==> config.mk <==
export PLATFORM = sky130hd
export DESIGN_NAME = rgb_led_serial_driver_flat
export DESIGN_NICKNAME = d
export VERILOG_FILES = /design/src/design/rlsd_pkg.sv /design/src/design/rlsd_if.sv /design/src/design/rlsd_pixel_store.sv /design/src/design/rlsd_engine.sv /design/src/design/rgb_led_serial_driver.sv /design/src/flat_wrapper.sv
export SDC_FILE = /design/constraint.sdc
export NUM_CORES = 1
export LEC_CHECK = 0
export BUFFER_PORTS_ARGS = -buffer_cell sky130_fd_sc_hd__clkbuf_2
export CAP_MARGIN = 20
export CORE_ASPECT_RATIO = 1.75
export CORE_MARGIN = 3
export CORE_UTILIZATION = 45
export DETAILED_ROUTE_END_ITERATION = 8
export PLACE_DENSITY = 0.72
export SYNTH_ARGS = -nofsm -noshare
export SYNTH_HDL_FRONTEND = slang
export SYNTH_SLANG_ARGS = --single-unit
==> constraint.sdc <==
create_clock -name clk -period 8.5 [get_ports clk]
set_input_delay 0.425 -clock clk [delete_from_list [all_inputs] [get_ports clk]]
set_output_delay 0.425 -clock clk [all_outputs]
set_load 0.01 [all_outputs]
==> src/design/rlsd_pkg.sv <==
// rlsd_pkg: shared types and constants for the RGB LED serial driver.
// No dependencies; imported by the pixel store, engine and top level.
package rlsd_pkg;

  localparam int NUM_PIXELS     = 4;
  localparam int BITS_PER_PIXEL = 24;
  localparam int PIX_W          = (NUM_PIXELS > 1) ? $clog2(NUM_PIXELS) : 1;
  localparam int CNT_W          = $clog2(NUM_PIXELS + 1);
  localparam int BIT_W          = $clog2(BITS_PER_PIXEL);
  localparam int CFG_DATA_W     = 16;
  localparam int CFG_IDX_W      = 3;

  typedef enum logic [1:0] {
    OP_WRITE = 2'd0,
    OP_START = 2'd1,
    OP_TICK  = 2'd2
  } op_t;

  typedef enum logic [1:0] {
    PH_IDLE  = 2'd0,
    PH_SEND  = 2'd1,
    PH_LATCH = 2'd2
  } phase_t;

  typedef enum logic [CFG_IDX_W-1:0] {
    CFG_ONE_HIGH  = 3'd0,
    CFG_ZERO_HIGH = 3'd1,
    CFG_PERIOD    = 3'd2,
    CFG_LATCH_GAP = 3'd3,
    CFG_LEDS      = 3'd4
  } cfg_idx_t;

  localparam logic [7:0]  RST_ONE_HIGH  = 8'd15;
  localparam logic [7:0]  RST_ZERO_HIGH = 8'd8;
  localparam logic [9:0]  RST_PERIOD    = 10'd24;
  localparam logic [15:0] RST_LATCH_GAP = 16'd960;
  localparam logic [2:0]  RST_LEDS      = 3'd4;

  typedef struct packed {
    logic [7:0]  one_high;
    logic [7:0]  zero_high;
    logic [9:0]  period;
    logic [15:0] latch_gap;
    logic [2:0]  leds;
  } cfg_t;

  typedef struct packed {
    logic [1:0] operation;
    logic [1:0] pixel_index;
    logic [7:0] red;
    logic [7:0] green;
    logic [7:0] blue;
  } item_t;

  typedef struct packed {
    logic line_level;
    logic busy_res;
    logic frame_done;
  } res_t;

  typedef struct packed {
    logic                      en;
    logic [PIX_W-1:0]          idx;
    logic [BITS_PER_PIXEL-1:0] data;
  } store_wr_t;

endpackage

==> src/design/rlsd_if.sv <==
// Word channels of the RGB LED serial driver: command input and result output.
// Depends on nothing; widths follow the field list.
interface rlsd_in_if;
  logic       valid;
  logic       ready;
  logic [1:0] operation;
  logic [1:0] pixel_index;
  logic [7:0] red;
  logic [7:0] green;
  logic [7:0] blue;

  modport source (output valid, operation, pixel_index, red, green, blue, input ready);
  modport sink   (input valid, operation, pixel_index, red, green, blue, output ready);
  modport monitor (input valid, ready, operation, pixel_index, red, green, blue);
endinterface

interface rlsd_out_if;
  logic valid;
  logic ready;
  logic line_level;
  logic busy_res;
  logic frame_done;

  modport source (output valid, line_level, busy_res, frame_done, input ready);
  modport sink   (input valid, line_level, busy_res, frame_done, output ready);
  modport monitor (input valid, ready, line_level, busy_res, frame_done);
endinterface

==> src/design/rlsd_pixel_store.sv <==
// rlsd_pixel_store: four-entry GRB pixel store, cleared at reset.
// Depends on rlsd_pkg.
module rlsd_pixel_store (
  input  logic                                    clk,
  input  logic                                    rst_n,
  input  rlsd_pkg::store_wr_t                     wr,
  input  logic [rlsd_pkg::PIX_W-1:0]              rd_idx,
  output logic [rlsd_pkg::BITS_PER_PIXEL-1:0]     rd_data
);
  import rlsd_pkg::*;

  logic [BITS_PER_PIXEL-1:0] pix_r [NUM_PIXELS];

  always_ff @(posedge clk) begin
    if (!rst_n) begin
      for (int i = 0; i < NUM_PIXELS; i++) pix_r[i] <= '0;
    end else if (wr.en) begin
      pix_r[wr.idx] <= wr.data;
    end
  end

  assign rd_data = pix_r[rd_idx];

endmodule

==> src/design/rlsd_engine.sv <==
// rlsd_engine: line timing state (phase, pointers, counters) and per-word result.
// Depends on rlsd_pkg; reads pixels from rlsd_pixel_store.
module rlsd_engine (
  input  logic                                clk,
  input  logic                                rst_n,
  input  logic                                fire,
  input  rlsd_pkg::item_t                     item,
  input  rlsd_pkg::cfg_t                      cfg,
  input  logic [rlsd_pkg::BITS_PER_PIXEL-1:0] rd_data,
  output logic [rlsd_pkg::PIX_W-1:0]          rd_idx,
  output rlsd_pkg::store_wr_t                 wr,
  output rlsd_pkg::res_t                      res
);
  import rlsd_pkg::*;

  phase_t           phase_r, phase_nxt;
  logic [PIX_W-1:0] pp_r, pp_nxt;
  logic [BIT_W-1:0] bp_r, bp_nxt;
  logic [9:0]       tick_r, tick_nxt;
  logic [15:0]      gap_r, gap_nxt;

  logic             is_write, is_start, is_tick, idle, start_ok;
  logic [CNT_W-1:0] ppf;
  logic             bit_end, pix_end, frame_end, gap_end;
  logic [15:0]      gap_inc;
  phase_t           ev_phase;
  logic [BIT_W-1:0] ev_bp;
  logic [9:0]       ev_tick;
  logic [BIT_W-1:0] bit_sel;
  logic [7:0]       high_ticks;

  assign idle     = (phase_r == PH_IDLE);
  assign is_write = (item.operation == OP_WRITE);
  assign is_start = (item.operation == OP_START);
  assign is_tick  = (item.operation == OP_TICK);
  assign start_ok = is_start && idle;

  always_comb begin
    if (cfg.leds == 3'd0) ppf = CNT_W'(1);
    else if (32'(cfg.leds) > NUM_PIXELS) ppf = CNT_W'(NUM_PIXELS);
    else ppf = CNT_W'(cfg.leds);
  end

  assign bit_end   = ({1'b0, tick_r} + 11'd1) >= {1'b0, cfg.period};
  assign pix_end   = bp_r >= BIT_W'(BITS_PER_PIXEL - 1);
  assign frame_end = (CNT_W'(pp_r) + CNT_W'(1)) >= ppf;
  assign gap_inc   = gap_r + 16'd1;
  assign gap_end   = gap_inc >= cfg.latch_gap;

  // store write port
  always_comb begin
    wr.en   = fire && is_write && idle && (32'(item.pixel_index) < NUM_PIXELS);
    wr.idx  = PIX_W'(item.pixel_index);
    wr.data = {item.green, item.red, item.blue};
  end

  // next state
  always_comb begin
    phase_nxt = phase_r;
    pp_nxt    = pp_r;
    bp_nxt    = bp_r;
    tick_nxt  = tick_r;
    gap_nxt   = gap_r;
    if (fire) begin
      if (start_ok) begin
        phase_nxt = PH_SEND;
        pp_nxt    = '0;
        bp_nxt    = '0;
        tick_nxt  = '0;
        gap_nxt   = '0;
      end else if (is_tick) begin
        unique case (phase_r)
          PH_SEND: begin
            if (bit_end) begin
              tick_nxt = '0;
              if (pix_end) begin
                bp_nxt = '0;
                if (frame_end) begin
                  pp_nxt    = '0;
                  gap_nxt   = '0;
                  phase_nxt = (cfg.latch_gap == 16'd0) ? PH_IDLE : PH_LATCH;
                end else begin
                  pp_nxt = pp_r + PIX_W'(1);
                end
              end else begin
                bp_nxt = bp_r + BIT_W'(1);
              end
            end else begin
              tick_nxt = tick_r + 10'd1;
            end
          end
          PH_LATCH: begin
            if (gap_end) begin
              gap_nxt   = '0;
              phase_nxt = PH_IDLE;
            end else begin
              gap_nxt = gap_inc;
            end
          end
          default: ;
        endcase
      end
    end
  end

  always_ff @(posedge clk) begin
    if (!rst_n) begin
      phase_r <= PH_IDLE;
      pp_r    <= '0;
      bp_r    <= '0;
      tick_r  <= '0;
      gap_r   <= '0;
    end else begin
      phase_r <= phase_nxt;
      pp_r    <= pp_nxt;
      bp_r    <= bp_nxt;
      tick_r  <= tick_nxt;
      gap_r   <= gap_nxt;
    end
  end

  // outputs: a tick shows the level before it, any other word the level after
  always_comb begin
    if (start_ok) begin
      ev_phase = PH_SEND;
      ev_bp    = '0;
      ev_tick  = '0;
      rd_idx   = '0;
    end else begin
      ev_phase = phase_r;
      ev_bp    = bp_r;
      ev_tick  = tick_r;
      rd_idx   = pp_r;
    end
    bit_sel    = BIT_W'(BITS_PER_PIXEL - 1) - ev_bp;
    high_ticks = rd_data[bit_sel] ? cfg.one_high : cfg.zero_high;

    res.line_level = (ev_phase == PH_SEND) && (32'(ev_bp) < BITS_PER_PIXEL) &&
                     (ev_tick < {2'b00, high_ticks});
    res.busy_res   = (phase_nxt != PH_IDLE);
    res.frame_done = is_tick &&
                     (((phase_r == PH_SEND) && bit_end && pix_end && frame_end &&
                       (cfg.latch_gap == 16'd0)) ||
                      ((phase_r == PH_LATCH) && gap_end));
  end

endmodule

==> src/design/rgb_led_serial_driver.sv <==
// Top level of the RGB LED serial driver: word register, config, engine, result register.
// Depends on rlsd_pkg, rlsd_if, rlsd_pixel_store, rlsd_engine.
//
//  channel  | dir | handshake         | payload
//  ---------+-----+-------------------+-----------------------------------------
//  in_ch    | in  | valid / ready     | operation, pixel_index, red, green, blue
//  out_ch   | out | valid / ready     | line_level, busy_res, frame_done
//  cfg_*    | in  | cfg_we, no wait   | cfg_index, cfg_wdata
//
// One word per cycle sustained while out_ch.ready stays high; the result passes through
// the word register, engine logic, then the result register.
// Each word gives exactly one result word.
// rst_n (synchronous) clears the pixel store, timing state, valid flags and config to defaults.
// A stalled result holds; in_ch.ready drops only while both registers are full.
module rgb_led_serial_driver (
  input  logic                                 clk,
  input  logic                                 rst_n,
  rlsd_in_if.sink                              in_ch,
  rlsd_out_if.source                           out_ch,
  input  logic                                 cfg_we,
  input  logic [rlsd_pkg::CFG_IDX_W-1:0]       cfg_index,
  input  logic [rlsd_pkg::CFG_DATA_W-1:0]      cfg_wdata
);
  import rlsd_pkg::*;

  cfg_t      cfg_r;
  item_t     item_r;
  logic      in_valid_r;
  res_t      res_r, res_c;
  logic      out_valid_r;
  logic      fire;
  store_wr_t wr;
  logic [PIX_W-1:0]          rd_idx;
  logic [BITS_PER_PIXEL-1:0] rd_data;

  assign fire        = in_valid_r && (!out_valid_r || out_ch.ready);
  assign in_ch.ready = !in_valid_r || fire;

  always_ff @(posedge clk) begin
    if (!rst_n) begin
      cfg_r.one_high  <= RST_ONE_HIGH;
      cfg_r.zero_high <= RST_ZERO_HIGH;
      cfg_r.period    <= RST_PERIOD;
      cfg_r.latch_gap <= RST_LATCH_GAP;
      cfg_r.leds      <= RST_LEDS;
    end else if (cfg_we) begin
      unique case (cfg_index)
        CFG_ONE_HIGH:  cfg_r.one_high  <= cfg_wdata[7:0];
        CFG_ZERO_HIGH: cfg_r.zero_high <= cfg_wdata[7:0];
        CFG_PERIOD:    cfg_r.period    <= cfg_wdata[9:0];
        CFG_LATCH_GAP: cfg_r.latch_gap <= cfg_wdata[15:0];
        CFG_LEDS:      cfg_r.leds      <= cfg_wdata[2:0];
        default: ;
      endcase
    end
  end

  always_ff @(posedge clk) begin
    if (!rst_n) begin
      in_valid_r <= 1'b0;
    end else if (in_ch.ready) begin
      in_valid_r <= in_ch.valid;
    end
  end

  always_ff @(posedge clk) begin
    if (in_ch.valid && in_ch.ready) begin
      item_r.operation   <= in_ch.operation;
      item_r.pixel_index <= in_ch.pixel_index;
      item_r.red         <= in_ch.red;
      item_r.green       <= in_ch.green;
      item_r.blue        <= in_ch.blue;
    end
  end

  rlsd_pixel_store u_store (
    .clk     (clk),
    .rst_n   (rst_n),
    .wr      (wr),
    .rd_idx  (rd_idx),
    .rd_data (rd_data)
  );

  rlsd_engine u_engine (
    .clk     (clk),
    .rst_n   (rst_n),
    .fire    (fire),
    .item    (item_r),
    .cfg     (cfg_r),
    .rd_data (rd_data),
    .rd_idx  (rd_idx),
    .wr      (wr),
    .res     (res_c)
  );

  always_ff @(posedge clk) begin
    if (!rst_n) begin
      out_valid_r <= 1'b0;
    end else if (fire) begin
      out_valid_r <= 1'b1;
    end else if (out_ch.ready) begin
      out_valid_r <= 1'b0;
    end
  end

  always_ff @(posedge clk) begin
    if (fire) res_r <= res_c;
  end

  assign out_ch.valid      = out_valid_r;
  assign out_ch.line_level = res_r.line_level;
  assign out_ch.busy_res   = res_r.busy_res;
  assign out_ch.frame_done = res_r.frame_done;

endmodule

==> src/flat_wrapper.sv <==
// flat-port wrapper written by rule: the top's interface ports become plain ports
module rgb_led_serial_driver_flat import rlsd_pkg::*;
  (clk, rst_n, cfg_we, cfg_index, cfg_wdata, in_ch_valid, in_ch_operation, in_ch_pixel_index, in_ch_red, in_ch_green, in_ch_blue, in_ch_ready, out_ch_valid, out_ch_line_level, out_ch_busy_res, out_ch_frame_done, out_ch_ready);
  rlsd_in_if in_ch_i ();
  rlsd_out_if out_ch_i ();
  input  logic clk;
  input  logic rst_n;
  input  logic cfg_we;
  input  logic [rlsd_pkg::CFG_IDX_W-1:0] cfg_index;
  input  logic [rlsd_pkg::CFG_DATA_W-1:0] cfg_wdata;
  input wire logic [$bits(in_ch_i.valid)-1:0] in_ch_valid;
  input wire logic [$bits(in_ch_i.operation)-1:0] in_ch_operation;
  input wire logic [$bits(in_ch_i.pixel_index)-1:0] in_ch_pixel_index;
  input wire logic [$bits(in_ch_i.red)-1:0] in_ch_red;
  input wire logic [$bits(in_ch_i.green)-1:0] in_ch_green;
  input wire logic [$bits(in_ch_i.blue)-1:0] in_ch_blue;
  output wire logic [$bits(in_ch_i.ready)-1:0] in_ch_ready;
  output wire logic [$bits(out_ch_i.valid)-1:0] out_ch_valid;
  output wire logic [$bits(out_ch_i.line_level)-1:0] out_ch_line_level;
  output wire logic [$bits(out_ch_i.busy_res)-1:0] out_ch_busy_res;
  output wire logic [$bits(out_ch_i.frame_done)-1:0] out_ch_frame_done;
  input wire logic [$bits(out_ch_i.ready)-1:0] out_ch_ready;
  assign in_ch_i.valid = in_ch_valid;
  assign in_ch_i.operation = in_ch_operation;
  assign in_ch_i.pixel_index = in_ch_pixel_index;
  assign in_ch_i.red = in_ch_red;
  assign in_ch_i.green = in_ch_green;
  assign in_ch_i.blue = in_ch_blue;
  assign in_ch_ready = in_ch_i.ready;
  assign out_ch_valid = out_ch_i.valid;
  assign out_ch_line_level = out_ch_i.line_level;
  assign out_ch_busy_res = out_ch_i.busy_res;
  assign out_ch_frame_done = out_ch_i.frame_done;
  assign out_ch_i.ready = out_ch_ready;
  rgb_led_serial_driver u_core (.clk(clk), .rst_n(rst_n), .in_ch(in_ch_i), .out_ch(out_ch_i), .cfg_we(cfg_we), .cfg_index(cfg_index), .cfg_wdata(cfg_wdata));
endmodule
---- After elaboration in Yosys (flattened, before gate mapping) ----
Memories as Yosys holds them, arrays and structs flattened.
Cells that the tools add are included.
storage, ports and cells
  flip-flop bits (word level) ............. 113
  memory bits (writable) .................. 96
  input bits .............................. 52
  output and inout bits ................... 5
  logic and storage cells ................. 137
  memories kept ........................... 1
operators by class
  add/subtract/negate cells ............... 7
  order comparisons ....................... 8
  equal/unequal tests ..................... 12
  multiplexer cells ....................... 49
  reduce and logical (&&, ||, !) cells .... 40
memories
  memory                depth  width  rd ports  clocked after Yosys merged registers in  wr ports  RTL line                text
  u_core.u_store.pix_r  4      24     1         0                                        4         rlsd_pixel_store.sv:12  logic [BITS_PER_PIXEL-1:0] pix_r [NUM_PIXELS];
operators by type and width
  operator                                                     count
  2-to-1 mux 16 bit                                            6
  2-to-1 mux 10 bit                                            5
  2-to-1 mux 2 bit                                             17
  one-hot mux 16 bit (2 select lines)                          1
  2-to-1 mux 5 bit                                             6
  2-to-1 mux 24 bit                                            1
  OR reduction 24 bit                                          1
  adder 16 x 1 -> 16 bit (second input constant)               1
  >= comparator 16 bit                                         1
  logical NOT 16 bit                                           1
  logical AND 1 bit                                            13
  nonzero test 2 bit                                           6
  adder 10 x 1 -> 11 bit (second input constant)               1
  >= comparator 11 x 10 -> 1 bit                               1
  adder 10 x 1 -> 10 bit (second input constant)               1
  less-than comparator 10 x 8 -> 1 bit                         1
  AND reduction 2 bit                                          5
  inequality test 3 bit (second input constant)                3
  2-to-1 mux 1 bit                                             8
  2-to-1 mux 8 bit                                             1
  == test 2 x 1 -> 1 bit (second input constant)               3
  == test 3 x 2 -> 1 bit (second input constant)               2
  logical NOT 3 bit                                            2
  less-than comparator 5 x 6 -> 1 bit (second input constant)  1
  22 further kinds                                             28

---- Depth between registers and ports, before layout ----
  depth in word-level cells ............... 12
  depth in mapped cells ................... 22
  mapped depth without buffers ............ 19

---- Modules after synthesis ----
Synthesis repeated with hierarchy kept, for this count alone.
unflattened totals
  cell total of the unflattened synthesis .. 937
  area, all modules ....................... 10834.1 µm²
by module, submodules not included
  module                 times used  cells each  area each (µm²)  seq. area each (µm²)
  rlsd_pixel_store       1           245         4232.8           2882.8
  rlsd_engine            1           473         3783.6           700.7
  rgb_led_serial_driver  1           219         2817.7           1871.8

---- Worst setup path before layout ----
OpenSTA, ideal clock, no wires.
  path type ............................... register to register
  start ................................... register u_core.u_engine.phase_r[1]
  end ..................................... register u_core.res_r (netlist bit u_core.out_ch.line_level) (data pin)
  library setup time ...................... 159 ps
  data arrival time ....................... 3967 ps
  required time ........................... 8341 ps
  slack ................................... 4375 ps
  stages on the path, launching flop included .. 23
  path buffers ............................ 3
  clock period less this slack ............ 4125 ps
  cells stage by stage .................... dfxtp_1 inv_1 ha_1 nand3b_4 clkbuf_1 buf_2 clkbuf_1 and2_1 ha_1 nor2_1 nand3_1 a21oi_1 a32oi_1 nand3_4 mux2i_1 ha_1 a21o_1 a21o_1 a21oi_1 nor2_1 a211oi_1 nand3_1 o211ai_1
RTL lines
  what                    RTL line                      text
  from (decl)             rlsd_engine.sv:16             phase_t phase_r, phase_nxt;
  from (signal assigned)  rlsd_engine.sv:114            phase_r <= phase_nxt;
  to (signal assigned)    rgb_led_serial_driver.sv:107  if (fire) res_r <= res_c;
  to (decl)               rgb_led_serial_driver.sv:29   res_t res_r, res_c;

==> impl_metrics.tcl <==
set metrics [dict create \
    max_clock_freq_ghz 0.221 \
    wl_um 23700 \
    drc_errors 0 \
    num_vias 7429 \
    die_y_um 208 \
    globalRouteOverflowTotal 0 \
    die_x_um 122 \
    worst-r2r-setup-slack_ns 3.98 \
    startpoint_type "flip-flop" \
    synth-main-ff-cell "edfxtp_1" \
    worst_pin_slew_ns 0.919 \
    hold_class "input port to flip-flop" \
    wl_per_cell_um 17.4 \
    yosysTopAreaCell "edfxtp_1" \
    rsz0062_at_grt "false" \
    reg2regPathDepth 19 \
    initial_core_util 0.460 \
    cts_root_buf "clkbuf_16" \
    die-area_sq_um 25300 \
    netlist_area_sq_um 10500 \
    placed_cells 1325 \
    final_cells 1362 \
    async_reset_ff_frac 0 \
    grt.total_usage 0.189 \
    cts_buffers 21 \
    insertion_delay_ns 0.49 \
    arrival_ns 4.84 \
    io_pins 57 \
    leakagePower_uw 0.00453 \
    dp_hpwl_um 16600 \
    seq_area_frac_synth 0.519 \
    synth.avg_cell_area_sq_um 10.4 \
    synth_nets 1102 \
    cts_resized 0 \
    antenna_found_initial 0 \
    cts_setup_buffers 0 \
    drive_gt1_frac 0.129 \
    htree_levels 1 \
    drv_cap 0 \
    cts_sinks 209 \
    synth_commonest_cells "nand2_1 (142), edfxtp_1 (127), and2_1 (88), dfxtp_1 (82), nand3_1 (50)" \
    powerDensity_nw_per_um2 178 \
    io_buffer_count 56 \
    synth_edf_count 127 \
    yosys.cell_types.count 63 \
    synth_most_common_cell "nand2_1" \
    endpoint "u_core.out_ch.line_level$_DFFE_PP_" \
    synthTopCellsByArea "edfxtp_1 (36%), dfxtp_1 (16%), and2_1 (5.2%), ha_1 (5.2%), nand2_1 (5.1%)" \
    area_growth_pct 11.3 \
    slew_headroom 0.387 \
    n_antenna_cell 0 \
    min_period_over_period 0.531 \
    fin_skew_ns 0.00886 \
    ir_worst_vdd_mv 0.142 \
    r2r_start "u_core.u_engine.phase_r[0]$_SDFF_PN0_" \
    power.total_uw 2080 \
    netlist.area_leader.share 0.363 \
    clockBufferDepth 3 \
    first_iter_violations 574 \
    setup_viol_count_final 0 \
    ys_ff_latch 209 \
    slew_violations 0 \
    status "complete, no violations" \
    cp.required_ns 8.83 \
    grt_pass1_wl_um 38700 \
    hold_viol_final 0 \
    r2r_end "u_core.out_ch.line_level$_DFFE_PP_" \
    critPathLaunch "u_core.u_engine.phase_r[0]$_SDFF_PN0_" \
    grt_pass1_vias 7636 \
    row_count 73 \
    critPathKind "flip-flop to flip-flop" \
    drt_first_pass_iters 5 \
    core_sq_um 22800 \
    vias_per_cell 5.45 \
    nNetsFinal 1144 \
    syn_inst 1006 \
    cts_tree "yes" \
    clk_pin_slew_ns 0.06 \
    detail-route-antenna-nets 0 \
    layout_min_cycle_time_ns 4.52 \
    cts_hold_buf 0 \
    place_congestion 0.862 \
    cp-end-kind "flip-flop" \
    worstPathMaxFanout 14 \
    setup-tns-final_ns 0 \
    grt_max_degree 94 \
    synth_warnings 0 \
]
-- per-stage QoR --
stage / cell area, sq um / setup WS (ns) / hold slack [ns] / utilization
floorplan: 10500 / 4.37 / 0.440 / -
global placement: 11000 / 4.16 / 0.453 / 0.484
detailed placement: 11100 / 4.00 / 0.462 / 0.485
CTS: 11700 / 3.98 / 0.0976 / 0.512
global route: 11700 / 3.69 / 0.0901 / 0.512
finish: 11700 / 3.98 / 0.112 / 0.512
-- power breakdown --
group | internal, uW | total, uW | switching (uW)
clock | 480 | 853 | 373
combinational | 38.2 | 104 | 66.0
sequential | 1110 | 1120 | 17.4
-- layer usage --
metal / track usage / share of wire / wire length [um] / vias up
met4: 0.0696 / 0.036 / 852 / 0
met1: 0.206 / 0.38 / 8890 / 3523
li1: - / - / - / 3686
met2: 0.363 / 0.55 / 13100 / 166
met5: 0 / 0 / 0 / -
met3: 0.0223 / 0.036 / 860 / 54
-- state kept, by name, summed over array words and instances, names as in the netlist --
register / cells
u_core.u_engine.bp_r: 5
u_core.out_ch.line_level: 1
u_core.u_engine.gap_r: 16
u_core.out_ch.busy_res: 1
u_core.u_engine.tick_r: 10
u_core.out_ch.frame_done: 1
u_core.u_engine.pp_r: 2
u_core.u_engine.phase_r: 2
u_core.u_store.pix_r: 96
u_core.out_ch.valid: 1
u_core.in_valid_r: 1
u_core.item_r: 28
u_core.cfg_r: 45
-- cell usage in the layout, fill, tap and decap left out, types with 30 or more instances in the layout --
cell type    n
edfxtp_1   127
ha_1        44
clkbuf_2    55
dfxtp_1     81
nand3_1     50
nor2_1      30
and3_1      34
a21oi_1     32
a21boi_0    38
nand2_1    142
inv_1       36
and2_1      88
-- kinds of logic after synthesis --
logic type                 Yosys count  synth area share
muxes                               35            0.0429
and+or+nand+nor                    430             0.215
AOI/OAI and AO/OA                  187             0.125
buffers and inverters               87            0.0346
DFF                                209             0.519
xor gates and xnor gates            14            0.0117
adders and majority gates           44            0.0524
-- final cells by class --
type	instances	area, sq um
Clock inverter	15	95.1
Sequential cell	209	5460
Fill cell	2048	11100
Multi-Input combinational cell	710	4700
Clock buffer	22	529
Inverter	36	135
Timing Repair Buffer	70	405
Tap cell	300	375
-- worst min path at each step --
stage | to | from | cells after the start
after global placement | u_core.cfg_r[20]$_SDFFE_PN0P_ | u_core.cfg_r[20]$_SDFFE_PN0P_ | 2
after detailed placement | u_core.cfg_r[40]$_SDFFE_PN1P_ | u_core.cfg_r[40]$_SDFFE_PN1P_ | 2
after floorplan | u_core.cfg_r[32]$_SDFFE_PN1P_ | u_core.cfg_r[32]$_SDFFE_PN1P_ | 2
final | u_core.item_r[14]$_DFFE_PP_ | in_ch_green[6] | 1
after global routing | u_core.item_r[14]$_DFFE_PP_ | in_ch_green[6] | 1
after CTS | u_core.item_r[14]$_DFFE_PP_ | in_ch_green[6] | 1
-- worst max-delay path, stage by stage, from the launching register on --
cell and delay (ns):
dfxtp_1 0.33, inv_1 0.11, ha_1 0.25, and3b_1 0.57, nor2_1 0.15, ha_1 0.40
nor2_1 0.11, nand3_1 0.09, a21oi_1 0.06, a32oi_1 0.34, nand3_4 0.27, mux2i_1 0.24
ha_1 0.27, a21o_1 0.16, a21o_1 0.17, a21oi_1 0.13, nor2_1 0.05, a211oi_1 0.36
nand3_1 0.14, o211ai_1 0.17
(Power assumes the default switching activity.)
